## config.mk

```make
export PLATFORM = sky130hd
export DESIGN_NAME = slcp_engine
export DESIGN_NICKNAME = d
export VERILOG_FILES = /design/src/design/slcp_pkg.sv /design/src/design/slcp_engine.sv
export SDC_FILE = /design/constraint.sdc
export NUM_CORES = 1
export LEC_CHECK = 0
export BUFFER_PORTS_ARGS = -buffer_cell sky130_fd_sc_hd__buf_4
export CAP_MARGIN = 15
export CORE_ASPECT_RATIO = 1.25
export CORE_MARGIN = 2
export CORE_UTILIZATION = 59
export CTS_BUF_LIST = sky130_fd_sc_hd__clkbuf_4
export DETAILED_ROUTE_END_ITERATION = 12
export PLACE_DENSITY = 0.85
export REMOVE_ABC_BUFFERS = 1
export SLEW_MARGIN = 20
export SYNTH_ARGS = -nofsm -noshare
export SYNTH_HDL_FRONTEND = slang
export SYNTH_SLANG_ARGS = --single-unit
```

## constraint.sdc

```tcl
create_clock -name clk -period 5.3 [get_ports clk]
set_input_delay 0.53 -clock clk [delete_from_list [all_inputs] [get_ports clk]]
set_output_delay 0.53 -clock clk [all_outputs]
set_load 0.005 [all_outputs]
```

## src/design/slcp_pkg.sv

```systemverilog
// shared constants, types and codes of the sampled lcp array builder
`default_nettype none
package slcp_pkg;

    localparam int MAX_LEN = 4096;
    localparam int ADDR_W  = $clog2(MAX_LEN);
    localparam int LEN_W   = ADDR_W + 1;
    localparam int SYM_W   = 8;
    localparam int LCP_W   = 12;
    localparam int WB_W    = 5;
    localparam int CFG_W   = 13;
    localparam logic [LCP_W-1:0] LCP_CAP = {LCP_W{1'b1}};

    typedef enum logic [1:0] {
        CMD_LOAD    = 2'd0,
        CMD_COMPUTE = 2'd1,
        CMD_READ    = 2'd2
    } cmd_e;

    typedef enum logic [0:0] {
        REG_SAMPLE_STEP = 1'b0,
        REG_TEXT_LENGTH = 1'b1
    } reg_idx_e;

    typedef struct packed {
        logic [1:0]        cmd;
        logic [ADDR_W-1:0] position;
        logic [SYM_W-1:0]  symbol;
        logic [ADDR_W-1:0] suffix_start;
    } item_t;

    typedef struct packed {
        logic [LCP_W-1:0] sampled_lcp;
        logic [LEN_W-1:0] sampled_count;
        logic [WB_W-1:0]  width_bits;
        logic             index_ok;
    } result_t;

    typedef struct packed {
        logic [ADDR_W-1:0] sfx_raddr;
        logic [ADDR_W-1:0] rank_raddr;
        logic              rank_we;
        logic [ADDR_W-1:0] rank_waddr;
        logic [ADDR_W-1:0] rank_wdata;
        logic [ADDR_W-1:0] lcp_raddr;
        logic              lcp_we;
        logic [ADDR_W-1:0] lcp_waddr;
        logic [LCP_W-1:0]  lcp_wdata;
        logic [ADDR_W-1:0] txt_raddr_a;
        logic [ADDR_W-1:0] txt_raddr_b;
        logic [ADDR_W-1:0] mark_raddr;
        logic              mark_we;
        logic [ADDR_W-1:0] mark_waddr;
        logic              mark_wdata;
    } mem_req_t;

    typedef enum logic [3:0] {
        E_IDLE,
        E_RANK,
        E_K_ISSUE,
        E_K_RANK,
        E_K_SFX,
        E_K_CMP_ISSUE,
        E_K_CMP,
        E_SAMPLE,
        E_FIN
    } eng_state_e;

endpackage
`default_nettype wire

```

## src/design/slcp_engine.sv

```systemverilog
// compute sequencer: rank build, kasai lcp pass and sampling pass
`default_nettype none
module slcp_engine (
    input  logic                        clk,
    input  logic                        rst_n,
    input  logic                        go,
    input  logic [slcp_pkg::CFG_W-1:0]  sample_step,
    input  logic [slcp_pkg::CFG_W-1:0]  text_length,
    input  logic [slcp_pkg::ADDR_W-1:0] sfx_rdata,
    input  logic [slcp_pkg::ADDR_W-1:0] rank_rdata,
    input  logic [slcp_pkg::LCP_W-1:0]  lcp_rdata,
    input  logic [slcp_pkg::SYM_W-1:0]  txt_rdata_a,
    input  logic [slcp_pkg::SYM_W-1:0]  txt_rdata_b,
    input  logic                        mark_rdata,
    output slcp_pkg::mem_req_t          req,
    output logic                        busy,
    output logic                        fin,
    output logic [slcp_pkg::LEN_W-1:0]  kept_count,
    output logic [slcp_pkg::WB_W-1:0]   width_bits
);
    import slcp_pkg::*;

    localparam logic [LEN_W-1:0] MAX_N = LEN_W'(MAX_LEN);

    eng_state_e state_reg, state_next;
    logic [LEN_W-1:0]  n_reg, n_next;
    logic [CFG_W-1:0]  step_reg, step_next;
    logic [LEN_W-1:0]  ctr_reg, ctr_next;
    logic [CFG_W-1:0]  mod_reg, mod_next;
    logic              pv_reg, pv_next;
    logic [ADDR_W-1:0] pi_reg, pi_next;
    logic [LEN_W-1:0]  i_reg, i_next;
    logic [LEN_W-1:0]  l_reg, l_next;
    logic [ADDR_W-1:0] k_reg, k_next;
    logic [ADDR_W-1:0] p_reg, p_next;
    logic              bv_reg, bv_next;
    logic              cv_reg, cv_next;
    logic [LCP_W-1:0]  clcp_reg, clcp_next;
    logic [LEN_W-1:0]  j_reg, j_next;
    logic [LCP_W-1:0]  run_reg, run_next;
    logic [LCP_W-1:0]  maxv_reg, maxv_next;
    logic              prev_reg, prev_next;
    logic              first_reg, first_next;
    logic [LEN_W-1:0]  kept_reg, kept_next;
    logic [WB_W-1:0]   width_reg, width_next;

    logic [LEN_W:0]    sum_a, sum_b;
    logic              finish;
    logic [LCP_W-1:0]  new_run;
    logic [WB_W-1:0]   hb;

    always_ff @(posedge clk or negedge rst_n)
    begin
        if (!rst_n)
        begin
            state_reg <= E_IDLE;
            kept_reg  <= '0;
            width_reg <= '0;
            pv_reg    <= 1'b0;
            bv_reg    <= 1'b0;
            cv_reg    <= 1'b0;
        end
        else
        begin
            state_reg <= state_next;
            kept_reg  <= kept_next;
            width_reg <= width_next;
            pv_reg    <= pv_next;
            bv_reg    <= bv_next;
            cv_reg    <= cv_next;
        end
    end

    always_ff @(posedge clk)
    begin
        n_reg     <= n_next;
        step_reg  <= step_next;
        ctr_reg   <= ctr_next;
        mod_reg   <= mod_next;
        pi_reg    <= pi_next;
        i_reg     <= i_next;
        l_reg     <= l_next;
        k_reg     <= k_next;
        p_reg     <= p_next;
        clcp_reg  <= clcp_next;
        j_reg     <= j_next;
        run_reg   <= run_next;
        maxv_reg  <= maxv_next;
        prev_reg  <= prev_next;
        first_reg <= first_next;
    end

    // highest set bit of the largest kept lcp
    always_comb
    begin
        hb = '0;
        for (int b = 0; b < LCP_W; b++)
        begin
            if (maxv_reg[b])
            begin
                hb = WB_W'(b);
            end
        end
    end

    assign sum_a   = {1'b0, i_reg} + {1'b0, l_reg};
    assign sum_b   = {2'b0, p_reg} + {1'b0, l_reg};
    assign new_run = (prev_reg || (clcp_reg < run_reg)) ? clcp_reg : run_reg;

    always_comb
    begin
        state_next = state_reg;
        n_next     = n_reg;
        step_next  = step_reg;
        ctr_next   = ctr_reg;
        mod_next   = mod_reg;
        pv_next    = pv_reg;
        pi_next    = pi_reg;
        i_next     = i_reg;
        l_next     = l_reg;
        k_next     = k_reg;
        p_next     = p_reg;
        bv_next    = bv_reg;
        cv_next    = cv_reg;
        clcp_next  = clcp_reg;
        j_next     = j_reg;
        run_next   = run_reg;
        maxv_next  = maxv_reg;
        prev_next  = prev_reg;
        first_next = first_reg;
        kept_next  = kept_reg;
        width_next = width_reg;
        finish     = 1'b0;
        req        = '0;

        case (state_reg)
            E_IDLE:
            begin
                if (go)
                begin
                    n_next     = (text_length > MAX_N) ? MAX_N : text_length;
                    step_next  = (sample_step == '0) ? CFG_W'(1) : sample_step;
                    ctr_next   = '0;
                    mod_next   = '0;
                    pv_next    = 1'b0;
                    state_next = E_RANK;
                end
            end
            E_RANK:
            begin
                // inverse suffix array; also mark every position that is a multiple of step
                if (pv_reg && ({1'b0, pi_reg} < n_reg) && ({1'b0, sfx_rdata} < n_reg))
                begin
                    req.rank_we    = 1'b1;
                    req.rank_waddr = sfx_rdata;
                    req.rank_wdata = pi_reg;
                end
                if (ctr_reg < MAX_N)
                begin
                    req.sfx_raddr  = ctr_reg[ADDR_W-1:0];
                    req.mark_we    = 1'b1;
                    req.mark_waddr = ctr_reg[ADDR_W-1:0];
                    req.mark_wdata = (mod_reg == '0);
                    pv_next        = 1'b1;
                    pi_next        = ctr_reg[ADDR_W-1:0];
                    ctr_next       = ctr_reg + LEN_W'(1);
                    mod_next       = (mod_reg == step_reg - CFG_W'(1)) ? '0
                                                                      : mod_reg + CFG_W'(1);
                end
                else
                begin
                    pv_next = 1'b0;
                    if (!pv_reg)
                    begin
                        i_next     = '0;
                        l_next     = '0;
                        state_next = E_K_ISSUE;
                    end
                end
            end
            E_K_ISSUE:
            begin
                if (i_reg < n_reg)
                begin
                    req.rank_raddr = i_reg[ADDR_W-1:0];
                    state_next     = E_K_RANK;
                end
                else
                begin
                    ctr_next   = '0;
                    bv_next    = 1'b0;
                    cv_next    = 1'b0;
                    j_next     = '0;
                    maxv_next  = '0;
                    run_next   = '0;
                    prev_next  = 1'b1;
                    first_next = 1'b0;
                    state_next = E_SAMPLE;
                end
            end
            E_K_RANK:
            begin
                if ({1'b0, rank_rdata} >= n_reg)
                begin
                    i_next     = i_reg + LEN_W'(1);
                    state_next = E_K_ISSUE;
                end
                else if (rank_rdata == '0)
                begin
                    req.lcp_we    = 1'b1;
                    req.lcp_waddr = '0;
                    req.lcp_wdata = '0;
                    i_next        = i_reg + LEN_W'(1);
                    state_next    = E_K_ISSUE;
                end
                else
                begin
                    req.sfx_raddr = rank_rdata - ADDR_W'(1);
                    k_next        = rank_rdata;
                    state_next    = E_K_SFX;
                end
            end
            E_K_SFX:
            begin
                p_next     = sfx_rdata;
                state_next = E_K_CMP_ISSUE;
            end
            E_K_CMP_ISSUE:
            begin
                if ((sum_a < {1'b0, n_reg}) && (sum_b < {1'b0, n_reg}))
                begin
                    req.txt_raddr_a = sum_a[ADDR_W-1:0];
                    req.txt_raddr_b = sum_b[ADDR_W-1:0];
                    state_next      = E_K_CMP;
                end
                else
                begin
                    finish = 1'b1;
                end
            end
            E_K_CMP:
            begin
                if (txt_rdata_a == txt_rdata_b)
                begin
                    l_next     = l_reg + LEN_W'(1);
                    state_next = E_K_CMP_ISSUE;
                end
                else
                begin
                    finish = 1'b1;
                end
            end
            E_SAMPLE:
            begin
                // stage a: suffix and lcp reads
                if (ctr_reg < n_reg)
                begin
                    req.sfx_raddr = ctr_reg[ADDR_W-1:0];
                    req.lcp_raddr = ctr_reg[ADDR_W-1:0];
                    bv_next       = 1'b1;
                    ctr_next      = ctr_reg + LEN_W'(1);
                end
                else
                begin
                    bv_next = 1'b0;
                end
                // stage b: mark lookup by suffix start
                req.mark_raddr = sfx_rdata;
                cv_next        = bv_reg;
                clcp_next      = lcp_rdata;
                // stage c: range minimum and compaction
                if (cv_reg)
                begin
                    if (mark_rdata)
                    begin
                        if (clcp_reg > maxv_reg)
                        begin
                            maxv_next = clcp_reg;
                        end
                        run_next      = new_run;
                        req.lcp_we    = 1'b1;
                        req.lcp_waddr = j_reg[ADDR_W-1:0];
                        req.lcp_wdata = new_run;
                        j_next        = j_reg + LEN_W'(1);
                        prev_next     = 1'b1;
                        first_next    = 1'b1;
                    end
                    else if (first_reg)
                    begin
                        run_next  = new_run;
                        prev_next = 1'b0;
                    end
                end
                if ((ctr_reg >= n_reg) && !bv_reg && !cv_reg)
                begin
                    state_next = E_FIN;
                end
            end
            E_FIN:
            begin
                kept_next  = j_reg;
                width_next = (maxv_reg == '0) ? WB_W'(3) : hb + WB_W'(4);
                state_next = E_IDLE;
            end
            default:
            begin
                state_next = E_IDLE;
            end
        endcase

        if (finish)
        begin
            req.lcp_we    = 1'b1;
            req.lcp_waddr = k_reg;
            req.lcp_wdata = (l_reg > {1'b0, LCP_CAP}) ? LCP_CAP : l_reg[LCP_W-1:0];
            l_next        = (l_reg == '0) ? '0 : l_reg - LEN_W'(1);
            i_next        = i_reg + LEN_W'(1);
            state_next    = E_K_ISSUE;
        end
    end

    assign busy       = (state_reg != E_IDLE);
    assign fin        = (state_reg == E_FIN);
    assign kept_count = kept_reg;
    assign width_bits = width_reg;
endmodule
`default_nettype wire

```

==> impl_results.html <==
<table>
<tr><th>Metric</th><th>Value</th></tr>
<tr><th colspan="2">Logic synthesis</th></tr>
<tr><td>Number of synthesis warnings</td><td>0</td></tr>
<tr><td>Fraction of synthesis flops using an asynchronous set or reset pin</td><td>13.2%</td></tr>
<tr><td>Summed instance area of the synthesized netlist</td><td>13800 µm²</td></tr>
<tr><td>Mean post-synth cell area</td><td>around 9.4 µm²</td></tr>
<tr><td>Flip-flop cell with the highest count after synthesis</td><td>sky130_fd_sc_hd__edfxtp_1</td></tr>
<tr><td>Netlist cell types</td><td>67</td></tr>
<tr><td>EDFF count, synth</td><td>165</td></tr>
<tr><td>Mapped Cells</td><td>1473</td></tr>
<tr><td>Sequential share of the synthesized area</td><td>40.3%</td></tr>
<tr><td>#FFs+latches synth</td><td>between 150 and 200</td></tr>
<tr><th colspan="2">STA</th></tr>
<tr><td>Final worst-path cycle share</td><td>101%</td></tr>
<tr><td>Number of max-slew violations in the final report</td><td>0</td></tr>
<tr><td>Maximum clock frequency</td><td>0.187 GHz</td></tr>
<tr><td>Worst clock skew</td><td>0.0344 ns</td></tr>
<tr><td>Worst slew pin tran</td><td>1.03 ns</td></tr>
<tr><td>Final-report setup violation count</td><td>7</td></tr>
<tr><td>Shortest clock period the worst path allows after layout</td><td>5.34 ns</td></tr>
<tr><td>RSZ-0062 raised after global routing</td><td>true</td></tr>
<tr><td>Final setup slack of the worst path</td><td>-0.0377 ns</td></tr>
<tr><td>Worst slew margin relative to its limit</td><td>31.0%</td></tr>
<tr><td>Total count of hold-check failures in the final report</td><td>0</td></tr>
<tr><th colspan="2">Worst hold path</th></tr>
<tr><td>Worst hold path type</td><td>in2reg</td></tr>
<tr><td>Hold_sp</td><td>sample_step[5]</td></tr>
<tr><td>Cell depth of the worst hold path</td><td>1</td></tr>
<tr><td>End of the worst hold path</td><td>step_reg[5]</td></tr>
<tr><th colspan="2">Floorplan</th></tr>
<tr><td>Row count</td><td>62</td></tr>
<tr><td>IO Pins</td><td>between 200 and 250</td></tr>
<tr><td>Width of the chip</td><td>141 µm</td></tr>
<tr><td>Die footprint</td><td>24700 µm²</td></tr>
<tr><td>Initial cell density of the core</td><td>60.1%</td></tr>
<tr><td>Overall die height</td><td>175 µm</td></tr>
<tr><td>Placeable core region</td><td>approximately 23000 µm²</td></tr>
<tr><th colspan="2">Critical path</th></tr>
<tr><td>Critical path required time</td><td>4.77 ns</td></tr>
<tr><td>Launch point of the worst reg-to-reg path</td><td>l_reg[1]</td></tr>
<tr><td>Highest fanout seen on the critical path</td><td>6</td></tr>
<tr><td>Crit Path Class</td><td>reg2out</td></tr>
<tr><td>Sort of element at the start of the critical path</td><td>register</td></tr>
<tr><td>Signal arrival time at the worst endpoint</td><td>4.81 ns</td></tr>
<tr><td>CP startpoint</td><td>l_reg[1]</td></tr>
<tr><td>Crit. End Element</td><td>primary output</td></tr>
<tr><td>R2R Path End</td><td>l_reg[4]</td></tr>
<tr><td>R2R Setup Slk</td><td>0.68 ns</td></tr>
<tr><td>R2r worst-path depth</td><td>20</td></tr>
<tr><th colspan="2">Route</th></tr>
<tr><td>Post-route DRC violation count</td><td>0</td></tr>
<tr><td>Count of antenna-violating nets left after detailed routing</td><td>0</td></tr>
<tr><td>Vias</td><td>approximately 13000</td></tr>
<tr><td>Average vias per placed instance</td><td>6.24</td></tr>
<tr><td>Number of DRC violations after detailed-routing iteration 0</td><td>1004</td></tr>
<tr><td>Wirelength per Cell</td><td>a little over 20 µm</td></tr>
<tr><td>Detailed Routing Iterations Pass 1</td><td>7</td></tr>
<tr><td>Total routed wirelength</td><td>40900 µm</td></tr>
<tr><th colspan="2">Clocking</th></tr>
<tr><td>Post-CTS clock slew at the launch and capture registers of the worst setup and hold paths</td><td>0.20 ns</td></tr>
<tr><td>Maximum clock insertion buffer count</td><td>2</td></tr>
<tr><td>CTS Root Cell</td><td>sky130_fd_sc_hd__clkbuf_4</td></tr>
<tr><td>TritonCTS clock tree</td><td>yes</td></tr>
<tr><td>Clock tree sinks</td><td>190</td></tr>
<tr><td>Number of H-tree levels</td><td>4</td></tr>
<tr><td>Clock Latency Late Sink</td><td>0.62 ns</td></tr>
<tr><td>Inserted Clock Buffers</td><td>17</td></tr>
<tr><th colspan="2">Pwr</th></tr>
<tr><td>Worst VDD drop</td><td>0.000317 V</td></tr>
<tr><td>Power per unit of standard cell area</td><td>about 580 nW/µm²</td></tr>
<tr><td>Static Leak</td><td>7.39 nW</td></tr>
<tr><th colspan="2">Global route</th></tr>
<tr><td>Via count of the first global-routing pass</td><td>12364</td></tr>
<tr><td>Largest net degree at the start of global routing</td><td>44</td></tr>
<tr><td>First-pass GRT wire length</td><td>63000 µm</td></tr>
<tr><td>Overflow left after global routing</td><td>0</td></tr>
<tr><td>Global routing usage summed across all routing layers</td><td>between 30 and 40%</td></tr>
<tr><td>Antenna violations before repair</td><td>1</td></tr>
<tr><th colspan="2">Run status</th></tr>
<tr><td>Run status</td><td>finished with violations</td></tr>
<tr><td>Violations in the final reports</td><td>setup timing</td></tr>
<tr><th colspan="2">Placement</th></tr>
<tr><td>Area post-placement</td><td>15900 µm²</td></tr>
<tr><td>HPWL after detailed placement</td><td>30200 µm</td></tr>
<tr><td>Global placer's final weighted congestion</td><td>0.939</td></tr>
<tr><td>Port bufs</td><td>237</td></tr>
<tr><th colspan="2">Finish</th></tr>
<tr><td>Share of the core filled with cells</td><td>73.0%</td></tr>
<tr><td>Post-route cell area</td><td>16800 µm²</td></tr>
<tr><td>Synth-to-layout area growth</td><td>21.5%</td></tr>
<tr><td>Layout cells sized above 1</td><td>about a quarter</td></tr>
<tr><td>Number of inserted filler cells in the final layout</td><td>1642</td></tr>
<tr><td>Final layout net count</td><td>1949</td></tr>
<tr><th colspan="2">Run</th></tr>
<tr><td>Max capacitance violation total</td><td>0</td></tr>
</table>
layout make-up:
class                   instances  area [µm²]  share of cell area, %
multi-input cells            1129        7930                   47.2
flip-flops and latches        190        5580                   33.2
repair buffers                304        2340                   13.9
well taps                     288         360                   2.14
inverters                      82         308                   1.83
clock inverters                15         175                   1.04
clock buffers                  17         128                  0.759
diodes                          1        2.50                 0.0149
placed cells by master, fill, tap and decap left out, drive strengths merged, types with 7 or more instances in the layout:
cell    instances
o211ai         15
a31oi          11
or3            10
nor4            9
dfrtp          25
nand2b         15
nor2b          37
o21a            9
a211oi         13
clkbuf         17
nor2          140
a21o           27
o21bai          7
a21oi          76
inv            94
nand2         105
and3           22
nor3           30
nand3          67
and2           87
ha            141
a31o            7
xnor2          41
buf           303
nand4          28
o21ai          74
a22o           23
edfxtp        165
xor2           55
through the flow:
| stage | hold WS (ns) | total power [W] | cells | setup slack [ns] | setup TNS, ns |
|---|---|---|---|---|---|
| 6_report | 0.0815 | 0.00978 | 2026 | -0.0377 | -0.0977 |
| 5_1_grt | 0.0361 | 0.0104 | 2026 | -0.175 | -3.88 |
| 3_5_place_dp | 0.457 | 0.00800 | 1955 | 0.119 | 0 |
| 4_1_cts | 0.0597 | 0.00921 | 2012 | 0.00785 | 0 |
| 3_3_place_gp | 0.451 | 0.00782 | 1955 | 0.250 | 0 |
| 2_1_floorplan | 0.234 | 0.00602 | 1401 | 0.307 | 0 |
cells in the mapped netlist, types with 22 or more instances:
library cell | count | share of area, %
sky130_fd_sc_hd__dfrtp_1 | 25 | 4.5
sky130_fd_sc_hd__and2_1 | 87 | 3.9
sky130_fd_sc_hd__nor2_1 | 140 | 3.8
sky130_fd_sc_hd__xnor2_1 | 41 | 2.6
sky130_fd_sc_hd__nand3_1 | 67 | 2.4
sky130_fd_sc_hd__nand2_1 | 105 | 2.8
sky130_fd_sc_hd__o21ai_0 | 74 | 2.7
sky130_fd_sc_hd__a21o_1 | 27 | 1.5
sky130_fd_sc_hd__inv_1 | 82 | 2.2
sky130_fd_sc_hd__ha_1 | 141 | 13
sky130_fd_sc_hd__nor2b_1 | 37 | 1.7
sky130_fd_sc_hd__and3_1 | 22 | 0.99
sky130_fd_sc_hd__xor2_1 | 55 | 3.5
sky130_fd_sc_hd__clkbuf_1 | 59 | 1.6
sky130_fd_sc_hd__edfxtp_1 | 165 | 36
sky130_fd_sc_hd__a21oi_1 | 76 | 2.7
sky130_fd_sc_hd__a22o_1 | 23 | 1.5
sky130_fd_sc_hd__nand4_1 | 28 | 1.3
sky130_fd_sc_hd__nor3_1 | 30 | 1.1
cell families (layout without fill, tap and decap cells):
family,count (synthesis),after routing,share of synthesized area (%)
fa+ha+maj,143,143,13.0
mux,6,6,0.452
flops,190,190,40.3
simple gates,574,574,21.1
other cells,0,1,0
xor+xnor,96,96,6.07
buf+inv,154,418,4.44
compound gates,310,310,14.6
how the worst max path moves through the flow:
stage,end
2_1_floorplan,i_reg[0]
3_3_place_gp,req[70]
3_5_place_dp,req[69]
4_1_cts,req[62]
5_1_grt,req[62]
6_report,req[62]
worst max-delay path: stages, from the launching register on:
cell                       delay, ns
sky130_fd_sc_hd__edfxtp_1       0.59
sky130_fd_sc_hd__buf_6          0.19
sky130_fd_sc_hd__fa_2           0.35
sky130_fd_sc_hd__a21o_1         0.18
sky130_fd_sc_hd__a21oi_2        0.19
sky130_fd_sc_hd__o21bai_2       0.09
sky130_fd_sc_hd__a21boi_2       0.19
sky130_fd_sc_hd__o21ai_2        0.08
sky130_fd_sc_hd__nor3_1         0.18
sky130_fd_sc_hd__o21bai_1       0.12
sky130_fd_sc_hd__xor2_1         0.15
sky130_fd_sc_hd__ha_1           0.31
sky130_fd_sc_hd__and3_4         0.17
sky130_fd_sc_hd__a211oi_2       0.17
sky130_fd_sc_hd__o2111a_2       0.26
sky130_fd_sc_hd__nand3_2        0.09
sky130_fd_sc_hd__a21bo_4        0.27
sky130_fd_sc_hd__buf_8          0.14
sky130_fd_sc_hd__buf_12         0.12
sky130_fd_sc_hd__a22o_1         0.21
sky130_fd_sc_hd__buf_4          0.14
timing repair:
item                                    CTS  global route
pin swaps                                21            26
buffers inserted                         24            14
hold buffers                              1             0
hold endpoints to repair                 25             0
endpoints found under the setup margin   49            49
resized for setup                        32            42
per-layer routing:
| layer | wire [µm] | vias up | global-route usage, % |
|---|---|---|---|
| met1 | 15400 | 5987 | 38.8 |
| li1 | - | 5838 | - |
| met2 | 20100 | 662 | 56.3 |
| met3 | 3160 | 147 | 4.80 |
| met5 | 0 | - | 0 |
| met4 | 2250 | 0 | 17.3 |
where the power goes:
part / switching [W] / total [W] / internal [W]
clock network: 0.000610 / 0.000841 / 0.000232
logic: 0.00331 / 0.00599 / 0.00269
registers: 0.000638 / 0.00294 / 0.00230
No activity file was read; power rests on OpenSTA's default activity.
